### src/rtl/core/fts_pkg.sv
// Package for the FLV tag stream splitter.
// Holds the transaction structs, the parse phase and unit kind codes, and the
// FLV framing constants. No dependencies.
package fts_pkg;

    localparam int unsigned POS_W = 25;
    localparam int unsigned LEN_W = 24;

    localparam logic [POS_W-1:0] HDR_LEN     = POS_W'(9);
    localparam logic [POS_W-1:0] HDR_SKIP    = POS_W'(4);
    localparam logic [POS_W-1:0] TAG_HDR     = POS_W'(11);
    localparam logic [POS_W-1:0] TRAILER_LEN = POS_W'(4);
    localparam logic [POS_W-1:0] LEN_BYTES   = POS_W'(3);

    localparam logic [7:0] TYPE_AUDIO  = 8'd8;
    localparam logic [7:0] TYPE_VIDEO  = 8'd9;
    localparam logic [7:0] TYPE_SCRIPT = 8'd18;

    typedef enum logic [3:0] {
        PH_HEADER = 4'b0001,
        PH_FIRST  = 4'b0010,
        PH_MEDIA  = 4'b0100,
        PH_ERROR  = 4'b1000
    } t_phase;

    typedef enum logic [2:0] {
        K_HEADER  = 3'd0,
        K_META    = 3'd1,
        K_MEDIA   = 3'd2,
        K_TRAILER = 3'd3,
        K_NONE    = 3'd4
    } t_kind;

    typedef enum logic {
        REQ_DATA = 1'b0,
        REQ_SEEK = 1'b1
    } t_req;

    typedef struct packed {
        logic       req_type;
        logic [7:0] data_byte;
    } t_in_item;

    typedef struct packed {
        logic [7:0] out_byte;
        logic [2:0] unit_kind;
        logic       unit_start;
        logic       unit_end;
        logic       error_flag;
    } t_out_item;

endpackage

### src/rtl/core/flv_tag_stream_splitter.sv
// Top level of the FLV tag stream splitter.
// Depends on fts_pkg, fts_in_reg, fts_parser and fts_out_reg.
//
// This block takes an FLV byte stream one transaction per byte and returns
// one labeled transaction for every byte it accepts: the byte itself, the
// kind of unit it belongs to (file header, metadata tag, media tag, trailer,
// or dropped), first/last-byte markers for headers and tags, and an error
// flag on an invalid first tag type. A seek transaction discards any partial
// tag and restarts parsing at a media tag boundary; after an error every
// byte is dropped until a seek or reset. Throughput is one transaction per
// clock, sustained, as long as the result side keeps taking results. A byte
// accepted into the input register is parsed out of it, and its label is
// loaded into the result register, which drives the result port. The
// per-byte work (a few 25-bit adds and compares against the tag length)
// sits between the input register and the result register, which also
// decouples the two handshakes in part: a waiting result does not block the
// next input byte from being registered while the input register is empty.
module flv_tag_stream_splitter import fts_pkg::*; (
    input  logic      i_clk,
    input  logic      i_rst_n,
    input  logic      i_in_valid,
    output logic      o_in_ready,
    input  t_in_item  i_in_data,
    output logic      o_out_valid,
    input  logic      i_out_ready,
    output t_out_item o_out_data
);

    logic      w_stage_valid;
    t_in_item  w_stage_item;
    logic      w_out_free;
    logic      w_fire;
    t_out_item w_result;

    // A transaction moves from the input register into the parser (and its
    // label into the result register) whenever the result register has room.
    assign w_fire = w_stage_valid && w_out_free;

    fts_in_reg u_in_reg (
        .i_clk   (i_clk),
        .i_rst_n (i_rst_n),
        .i_valid (i_in_valid),
        .o_ready (o_in_ready),
        .i_item  (i_in_data),
        .i_take  (w_out_free),
        .o_valid (w_stage_valid),
        .o_item  (w_stage_item)
    );

    // The parser only advances its state on a firing transaction.
    fts_parser u_parser (
        .i_clk    (i_clk),
        .i_rst_n  (i_rst_n),
        .i_fire   (w_fire),
        .i_item   (w_stage_item),
        .o_result (w_result)
    );

    fts_out_reg u_out_reg (
        .i_clk    (i_clk),
        .i_rst_n  (i_rst_n),
        .i_load   (w_fire),
        .i_result (w_result),
        .o_free   (w_out_free),
        .o_valid  (o_out_valid),
        .i_ready  (i_out_ready),
        .o_result (o_out_data)
    );

endmodule

### src/rtl/core/fts_in_reg.sv
// Input register stage of the FLV tag stream splitter.
// Depends on fts_pkg for the input transaction struct.
module fts_in_reg import fts_pkg::*; (
    input  logic     i_clk,
    input  logic     i_rst_n,
    input  logic     i_valid,
    output logic     o_ready,
    input  t_in_item i_item,
    input  logic     i_take,
    output logic     o_valid,
    output t_in_item o_item
);

    logic     r_valid;
    logic     n_valid;
    t_in_item r_item;
    logic     w_accept;
    logic     w_advance;

    // The stage may refill in the same cycle it hands its transaction on.
    assign w_advance = r_valid && i_take;
    assign o_ready   = !r_valid || i_take;
    assign w_accept  = i_valid && o_ready;

    always_comb begin
        n_valid = r_valid;
        if (w_accept) begin
            n_valid = 1'b1;
        end else if (w_advance) begin
            n_valid = 1'b0;
        end
    end

    always_ff @(posedge i_clk) begin
        if (!i_rst_n) begin
            r_valid <= 1'b0;
        end else begin
            r_valid <= n_valid;
        end
    end

    always_ff @(posedge i_clk) begin
        if (w_accept) begin
            r_item <= i_item;
        end
    end

    assign o_valid = r_valid;
    assign o_item  = r_item;

endmodule

### src/rtl/core/fts_parser.sv
// Parse state and byte labeling logic of the FLV tag stream splitter.
// Depends on fts_pkg for phases, kinds, constants and transaction structs.
module fts_parser import fts_pkg::*; (
    input  logic      i_clk,
    input  logic      i_rst_n,
    input  logic      i_fire,
    input  t_in_item  i_item,
    output t_out_item o_result
);

    t_phase           r_phase;
    t_phase           n_phase;
    logic [POS_W-1:0] r_pos;
    logic [POS_W-1:0] n_pos;
    logic [LEN_W-1:0] r_len;
    logic [LEN_W-1:0] n_len;
    logic             r_meta;
    logic             n_meta;

    logic [7:0]       w_byte;
    logic [LEN_W-1:0] w_len_eff;
    logic [POS_W-1:0] w_tag_last;
    logic [POS_W-1:0] w_pos_inc;
    t_out_item        w_res;

    assign w_byte    = i_item.data_byte;
    assign w_pos_inc = r_pos + POS_W'(1);

    // Length bytes shift in big-endian while the position is inside the
    // three length bytes; the freshly merged value already governs this byte.
    assign w_len_eff  = (r_pos <= LEN_BYTES) ? {r_len[LEN_W-9:0], w_byte} : r_len;
    assign w_tag_last = POS_W'(w_len_eff) + TAG_HDR - POS_W'(1);

    always_comb begin
        n_phase = r_phase;
        n_pos   = r_pos;
        n_len   = r_len;
        n_meta  = r_meta;

        w_res.out_byte   = w_byte;
        w_res.unit_kind  = K_NONE;
        w_res.unit_start = 1'b0;
        w_res.unit_end   = 1'b0;
        w_res.error_flag = 1'b0;

        if (i_item.req_type == REQ_SEEK) begin
            n_phase        = PH_MEDIA;
            n_pos          = '0;
            n_len          = '0;
            n_meta         = 1'b0;
            w_res.out_byte = 8'd0;
        end else begin
            unique case (r_phase)
                PH_ERROR: begin
                    // Dropped: the defaults already say so.
                end
                PH_HEADER: begin
                    if (r_pos < HDR_LEN) begin
                        w_res.unit_kind  = K_HEADER;
                        w_res.unit_start = (r_pos == '0);
                        w_res.unit_end   = (r_pos == HDR_LEN - POS_W'(1));
                        n_pos            = w_pos_inc;
                    end else begin
                        w_res.unit_kind = K_TRAILER;
                        if (r_pos >= HDR_LEN + HDR_SKIP - POS_W'(1)) begin
                            n_phase = PH_FIRST;
                            n_pos   = '0;
                        end else begin
                            n_pos = w_pos_inc;
                        end
                    end
                end
                PH_FIRST, PH_MEDIA: begin
                    if (r_pos == '0) begin
                        n_len = '0;
                        if (r_phase == PH_FIRST && w_byte != TYPE_SCRIPT &&
                            w_byte != TYPE_AUDIO && w_byte != TYPE_VIDEO) begin
                            n_phase          = PH_ERROR;
                            w_res.error_flag = 1'b1;
                        end else begin
                            if (r_phase == PH_FIRST && w_byte == TYPE_SCRIPT) begin
                                n_meta = 1'b1;
                            end else begin
                                n_meta  = 1'b0;
                                n_phase = PH_MEDIA;
                            end
                            w_res.unit_kind  = (n_meta) ? K_META : K_MEDIA;
                            w_res.unit_start = 1'b1;
                            n_pos            = POS_W'(1);
                        end
                    end else begin
                        n_len = w_len_eff;
                        if (r_pos <= w_tag_last) begin
                            w_res.unit_kind = (r_meta) ? K_META : K_MEDIA;
                            w_res.unit_end  = (r_pos == w_tag_last);
                            n_pos           = w_pos_inc;
                        end else begin
                            w_res.unit_kind = K_TRAILER;
                            if (r_pos >= w_tag_last + TRAILER_LEN) begin
                                n_pos   = '0;
                                n_phase = PH_MEDIA;
                            end else begin
                                n_pos = w_pos_inc;
                            end
                        end
                    end
                end
                default: begin
                    n_phase = PH_ERROR;
                end
            endcase
        end
    end

    always_ff @(posedge i_clk) begin
        if (!i_rst_n) begin
            r_phase <= PH_HEADER;
            r_pos   <= '0;
            r_len   <= '0;
            r_meta  <= 1'b0;
        end else if (i_fire) begin
            r_phase <= n_phase;
            r_pos   <= n_pos;
            r_len   <= n_len;
            r_meta  <= n_meta;
        end
    end

    assign o_result = w_res;

endmodule

### src/rtl/core/fts_out_reg.sv
// Result register stage of the FLV tag stream splitter.
// Depends on fts_pkg for the result transaction struct.
module fts_out_reg import fts_pkg::*; (
    input  logic      i_clk,
    input  logic      i_rst_n,
    input  logic      i_load,
    input  t_out_item i_result,
    output logic      o_free,
    output logic      o_valid,
    input  logic      i_ready,
    output t_out_item o_result
);

    logic      r_valid;
    logic      n_valid;
    t_out_item r_result;

    assign o_free = !r_valid || i_ready;

    always_comb begin
        n_valid = r_valid;
        if (i_load) begin
            n_valid = 1'b1;
        end else if (i_ready) begin
            n_valid = 1'b0;
        end
    end

    always_ff @(posedge i_clk) begin
        if (!i_rst_n) begin
            r_valid <= 1'b0;
        end else begin
            r_valid <= n_valid;
        end
    end

    always_ff @(posedge i_clk) begin
        if (i_load) begin
            r_result <= i_result;
        end
    end

    assign o_valid  = r_valid;
    assign o_result = r_result;

endmodule

### config.mk
export PLATFORM = sky130hd
export DESIGN_NAME = flv_tag_stream_splitter
export DESIGN_NICKNAME = d
export VERILOG_FILES = /design/src/rtl/core/fts_pkg.sv /design/src/rtl/core/flv_tag_stream_splitter.sv /design/src/rtl/core/fts_in_reg.sv /design/src/rtl/core/fts_parser.sv /design/src/rtl/core/fts_out_reg.sv
export SDC_FILE = /design/constraint.sdc
export NUM_CORES = 1
export LEC_CHECK = 0
export BUFFER_PORTS_ARGS = -buffer_cell sky130_fd_sc_hd__buf_4
export CAP_MARGIN = 20
export CORE_MARGIN = 3
export CORE_UTILIZATION = 50
export DETAILED_ROUTE_END_ITERATION = 7
export PLACE_DENSITY_LB_ADDON = 0.12
export REMOVE_ABC_BUFFERS = 1
export SYNTH_ARGS = -nofsm -noshare
export SYNTH_HDL_FRONTEND = slang
export SYNTH_SLANG_ARGS = --single-unit
### constraint.sdc
create_clock -name i_clk -period 7.8 [get_ports i_clk]
set_input_delay 2.34 -clock i_clk [delete_from_list [all_inputs] [get_ports i_clk]]
set_output_delay 2.34 -clock i_clk [all_outputs]
set_load 0.01 [all_outputs]
==> flow_summary.json, run 1 <==
{
  "power.density_mw_per_mm2": 139,
  "period_share": 0.919,
  "worstReg2RegEnd": "u_parser.r_phase[1]",
  "post_cts_buffers": 0,
  "clk_latency_ps": 350,
  "final_cell_mix": "nor2_1 (98), nand2_1 (68), dfxtp_1 (56), ha_1 (53), xnor2_1 (43)",
  "coreArea_mm2": 0.0123,
  "rsz0062_at_grt": "no",
  "portBuffers": 28,
  "r2r-start": "u_parser.r_pos[4]",
  "start_util": 0.524,
  "postPlaceCellArea_mm2": 0.00668,
  "critPathRequiredTime_ps": 8070,
  "max_freq_mhz": 139,
  "crit_path_max_incr_delay_ps": 570,
  "rows": 40,
  "setup_viol_count_final": 0,
  "clockBufferDepth": 2,
  "r2r_cells": 25,
  "gr-total-overflow": 0,
  "antenna_found_initial": 0,
  "grt_util_met2": 0.380,
  "num_antenna_cells": 0,
  "fin_skew_ps": 6.80,
  "hold_viol": 0,
  "wl_per_cell_um": 17.4,
  "synth_top_flop_cell": "dfxtp_1",
  "slew_violations": 0,
  "irDropWorstVdd_mv": 0.182,
  "status": "finished, final reports clean",
  "fp.dieW_um": 120,
  "startpoint": "u_parser.r_pos[4]",
  "via_count": 5891,
  "area_growth_pct": 8.24,
  "die_y_um": 120,
  "slew_headroom": 0.350,
  "synth_warnings": 0,
  "yosysUniqueCellTypes": 72,
  "cts.sinks": 79,
  "grt_busiest_layer": "met2",
  "final_cell_area_mm2": 0.00698,
  "critPathMaxFanout": 39,
  "r2r_slack_ps": 630,
  "cts_resized": 0,
  "cts_tree": "done",
  "yosysSeqAreaShare": 0.281,
  "antenna_left": 0,
  "drtPass1Iterations": 6,
  "worstSetupPathType": "register to register",
  "grt_max_degree": 40,
  "hold_end": "u_parser.r_meta",
  "htree_levels": 3,
  "drt_wl_total_um": 16800,
  "cts_buffers": 9,
  "synthArstFlopShare": 0,
  "syn_area_per_cell_um2": 8.06,
  "hold_path_depth": 2,
  "drt_iter0_drc": 597,
  "cts-root-buf": "clkbuf_16",
  "vias_per_cell": 6.09,
  "hp-start": "u_parser.r_meta",
  "p_leak_nw": 2.53,
  "gr-usage-met1": 0.343,
  "min_period_ps": 7170,
  "postSynthCellCount": 800,
  "worst_pin_slew_ps": 974,
  "grt_pass1_wl_um": 28600,
  "dp_hpwl_um": 12600,
  "crit_arrival_ps": 7440,
  "layout_commonest_cell": "nor2_1",
  "setup-tns-final_ps": 0,
  "drive_gt1_frac": 0.0875,
  "cts_hold_buf": 0,
  "num_io_pins": 29,
  "crit_path_top_delay_cell": "or4_4",
  "dieArea_mm2": 0.0143,
  "grtUsageMet3": 0.0448,
  "start_kind": "register",
  "track_usage": 0.244,
  "synth-edff-count": 23,
  "end_kind": "register",
  "hp-class": "register to register",
  "clk_pin_slew_worst_paths_ps": 60,
  "grt_pass1_vias": 5698,
  "synth_area_mm2": 0.00645,
  "drv_cap": 0,
  "synth-seq-cells": 79,
  "drc_errors": 0,
  "gp_congestion": 0.957,
  "layout.nets": 861
}
-- cell type report --
type,count,area (um^2)
well taps,168,210
clock buffers,9,225
flip-flops and latches,79,1810
inverters,24,90.1
multi-input cells,651,4340
repair buffers,30,225
fillers,1126,5330
clock inverters,7,78.8
-- critical path: cells and delay by family (launching register included) --
kind                       cells  cell delay, ps
DFF                            1             360
and+or+nand+nor               12            3490
muxes                          1             460
AOI/OAI and AO/OA              7            1540
adders and majority gates      2             820
buffers and inverters          1             190
xor gates and xnor gates       2             200
-- per-stage QoR --
stage	utilization	hold WS (ps)	std cells	total power, W	setup WS, ps
2_1_floorplan	-	445	754	0.000511	1230
3_3_place_gp	0.542	454	952	0.000545	1060
3_5_place_dp	0.542	477	952	0.000546	663
4_1_cts	0.567	486	968	0.000980	632
5_1_grt	0.567	509	968	0.00101	80.2
6_report	0.567	478	968	0.000973	630
-- cells in the mapped netlist, types with 3 or more instances --
| cell | count | share of area |
|---|---|---|
| nand3_1 | 40 | 0.031 |
| buf_2 | 15 | 0.012 |
| xor2_1 | 36 | 0.049 |
| nor3b_1 | 3 | 0.0035 |
| nand2b_1 | 6 | 0.0058 |
| nor2_1 | 98 | 0.057 |
| inv_1 | 24 | 0.014 |
| o2111ai_1 | 3 | 0.0041 |
| a21oi_1 | 35 | 0.027 |
| nor3_1 | 24 | 0.019 |
| o21a_1 | 4 | 0.0047 |
| and2_1 | 6 | 0.0058 |
| edfxtp_1 | 23 | 0.11 |
| or3_1 | 9 | 0.0087 |
| xnor2_1 | 43 | 0.058 |
| a22oi_1 | 24 | 0.028 |
| ha_1 | 53 | 0.10 |
| nor2b_1 | 13 | 0.013 |
| o211ai_1 | 6 | 0.0070 |
| dfxtp_1 | 56 | 0.17 |
| nand3_2 | 3 | 0.0047 |
| a21o_1 | 9 | 0.010 |
| and3_1 | 13 | 0.013 |
| nand2_1 | 68 | 0.040 |
| o31ai_1 | 6 | 0.0070 |
| a31oi_1 | 9 | 0.0087 |
| nor4b_1 | 3 | 0.0041 |
| o21ai_0 | 41 | 0.032 |
| clkbuf_1 | 25 | 0.015 |
| a2111oi_0 | 3 | 0.0041 |
| mux2i_1 | 10 | 0.016 |
| nor4_1 | 13 | 0.013 |
| nor4_2 | 4 | 0.0078 |
| nand4_1 | 18 | 0.017 |
-- kinds of logic after synthesis --
group | synth area share
xor gates and xnor gates | 0.107
buffers and inverters | 0.0471
muxes | 0.0225
and+or+nand+nor | 0.272
adders and majority gates | 0.103
AOI/OAI and AO/OA | 0.167
DFF | 0.281
-- routing by layer --
| layer | vias up | part of all wire |
|---|---|---|
| li1 | 2886 | - |
| met1 | 2776 | 0.47 |
| met2 | 202 | 0.45 |
| met3 | 27 | 0.061 |
| met4 | 0 | 0.017 |
| met5 | - | 0 |
-- report_power, final --
group / total, W / leakage, nW / switching, W / internal, W
combinational: 0.0000953 / 1.70 / 0.0000594 / 0.0000359
sequential: 0.000444 / 0.674 / 0.0000120 / 0.000432
clock: 0.000434 / 0.151 / 0.000182 / 0.000252
total: 0.000973 / 2.53 / 0.000254 / 0.000720
-- how the worst max path moves through the flow --
| stage | endpoint | depth (start not counted) |
|---|---|---|
| final | u_parser.r_phase[1] | 25 |
| after global routing | u_parser.r_phase[1] | 25 |
| after CTS | u_parser.r_phase[1] | 25 |
| after detailed placement | u_parser.r_phase[1] | 25 |
| after global placement | u_parser.r_phase[1] | 25 |
| after floorplan | u_parser.r_pos[10] | 24 |
-- registers in the layout, indices dropped and copies added, names as in the netlist --
name	flops
u_parser.r_pos	25
u_parser.r_len	24
u_out_reg.o_result	14
u_in_reg.o_item	9
u_parser.r_phase	4
u_in_reg.o_valid	1
u_out_reg.o_valid	1
u_parser.r_meta	1
Note: power is estimated with default switching activity, not from simulation.
==> run 2, diff against run 1 <==
--- a/config.mk
+++ b/config.mk
@@ -11,7 +11,6 @@
 export CORE_UTILIZATION = 50
 export DETAILED_ROUTE_END_ITERATION = 7
 export PLACE_DENSITY_LB_ADDON = 0.12
-export REMOVE_ABC_BUFFERS = 1
 export SYNTH_ARGS = -nofsm -noshare
 export SYNTH_HDL_FRONTEND = slang
 export SYNTH_SLANG_ARGS = --single-unit
==> run 2 against run 1 <==
  * Hold slack got worse by 7.3 ps
  * Global-route usage is 0.31 points lower
  * First-iteration DRC count shrank 7.5%
  * Routed wire length is 0.55% lower
  * Largest cell class unchanged
  * Highest routed layer unchanged
==> flow_summary.json, run 2 (synthesized netlist as in run 1, its figures left out) <==
{
  "cts_buffers": 9,
  "cp_num_buf_inv": 1,
  "dp.cells": 952,
  "r2r_slack_ps": 720,
  "drt_iter0_drc": 552,
  "syn_nets": 866,
  "slew_headroom": 0.318,
  "worstSetupPathType": "register to register",
  "num_io_pins": 29,
  "portBuffers": 28,
  "area_growth_pct": 8.17,
  "layout.nets": 861,
  "drc_errors": 0,
  "grt_pass1_vias": 5668,
  "largest_register": "u_parser.r_pos",
  "gp_congestion": 0.924,
  "antenna_left": 0,
  "r2r-start": "u_parser.r_pos[4]",
  "antenna_found_initial": 0,
  "drtPass1Iterations": 5,
  "cts.sinks": 79,
  "hold_viol": 0,
  "largest_reg_flops": 25,
  "rsz0062_at_grt": "no",
  "clockBufferDepth": 2,
  "setup_viol_count_final": 0,
  "fillers": 1172,
  "vias_per_cell": 6.05,
  "drt_wl_total_um": 16800,
  "clk_latency_ps": 350,
  "dp_hpwl_um": 12500,
  "dp_slack_ps": 707,
  "drv_cap": 0,
  "period_share": 0.907,
  "min_period_ps": 7080,
  "wl_per_cell_um": 17.3,
  "p_leak_nw": 2.51,
  "gr-total-overflow": 0,
  "crit_path_top_delay_cell": "or4_4",
  "via_count": 5857,
  "end_kind": "register",
  "cts_hold_buf": 0,
  "fp.dieW_um": 120,
  "post_cts_buffers": 0,
  "worstReg2RegEnd": "u_parser.r_phase[1]",
  "hp-class": "register to register",
  "start_kind": "register",
  "coreArea_mm2": 0.0123,
  "crit_arrival_ps": 7340,
  "layout_commonest_cell": "nor2_1",
  "critPathRequiredTime_ps": 8070,
  "dieArea_mm2": 0.0143,
  "cts-root-buf": "clkbuf_16",
  "setup-tns-final_ps": 0,
  "grt_pass1_wl_um": 28300,
  "cts_tree": "done",
  "r2r_cells": 25,
  "power_w": 0.000967,
  "status": "finished, final reports clean",
  "power.density_mw_per_mm2": 139,
  "startpoint": "u_parser.r_pos[4]",
  "worst_pin_slew_ps": 1020,
  "rows": 40,
  "grt_max_degree": 40,
  "irDropWorstVdd_mv": 0.153,
  "fin_skew_ps": 10.5,
  "critPathTopFamily": "simple AND/OR/NAND/NOR gates",
  "drive_gt1_frac": 0.0863,
  "clk_pin_slew_worst_paths_ps": 70,
  "cp-endpoint": "u_parser.r_phase[1]",
  "final_cell_mix": "nor2_1 (98), nand2_1 (68), dfxtp_1 (56), ha_1 (53), xnor2_1 (43)",
  "track_usage": 0.241,
  "cts_resized": 0,
  "start_util": 0.524,
  "htree_levels": 3,
  "slew_violations": 0,
  "post-route-worst-setup-slack_ps": 725,
  "num_antenna_cells": 0,
  "max_freq_mhz": 141,
  "die_y_um": 120,
  "critPathMaxFanout": 39,
  "layoutNonFillerInstCount": 968,
  "crit_path_max_incr_delay_ps": 570,
  "crit_cells": 25
}
## run 2: report_power, final
| group | switching [W] | internal, W | total [W] |
|---|---|---|---|
| registers | 0.0000121 | 0.000432 | 0.000444 |
| clock network | 0.000180 | 0.000250 | 0.000429 |
| logic | 0.0000582 | 0.0000358 | 0.0000941 |
## run 2: layer usage
metal	part of all wire	up-vias	track usage
met1	0.48	2745	0.340
met5	0	-	0
met2	0.45	205	0.372
li1	-	2882	-
met4	0.020	0	0.0816
met3	0.056	25	0.0415
## run 2: worst min path at each step
stage          slack [ps]             from         endpoint  cells after the start
6_report              470  u_parser.r_meta  u_parser.r_meta                      2
5_1_grt               500  u_parser.r_meta  u_parser.r_meta                      2
4_1_cts               470  u_parser.r_meta  u_parser.r_meta                      2
3_5_place_dp          460  u_parser.r_meta  u_parser.r_meta                      2
3_3_place_gp          460  u_parser.r_meta  u_parser.r_meta                      2
2_1_floorplan         440  u_parser.r_meta  u_parser.r_meta                      2
## run 2: area by class of cell
type	instances	area [um^2]	share of cell area
multi-input combinational	651	4340	0.622
sequential	79	1810	0.260
clock buffer	10	229	0.0328
timing repair buffer	30	225	0.0323
tap	168	210	0.0301
inverter	24	90.1	0.0129
clock inverter	6	70.1	0.0100
## run 2: stage by stage
stage          instance area (um^2)  utilization  hold WS [ps]
2_1_floorplan                  6450            -           445
3_3_place_gp                   6680        0.542           456
3_5_place_dp                   6680        0.542           462
4_1_cts                        6980        0.567           471
5_1_grt                        6980        0.567           502
6_report                       6980        0.567           471
## run 2: worst reg2reg max path: cells and delay by family, from the launching register on
family | cells | cell delay, ps
AND/OR/NAND/NOR | 12 | 3480
AO/OA/AOI/OAI | 7 | 1490
adder cells (fa/ha/maj) | 2 | 820
multiplexers | 1 | 440
flip-flops | 1 | 370
XOR/XNOR | 2 | 200
buffers and inverters | 1 | 180
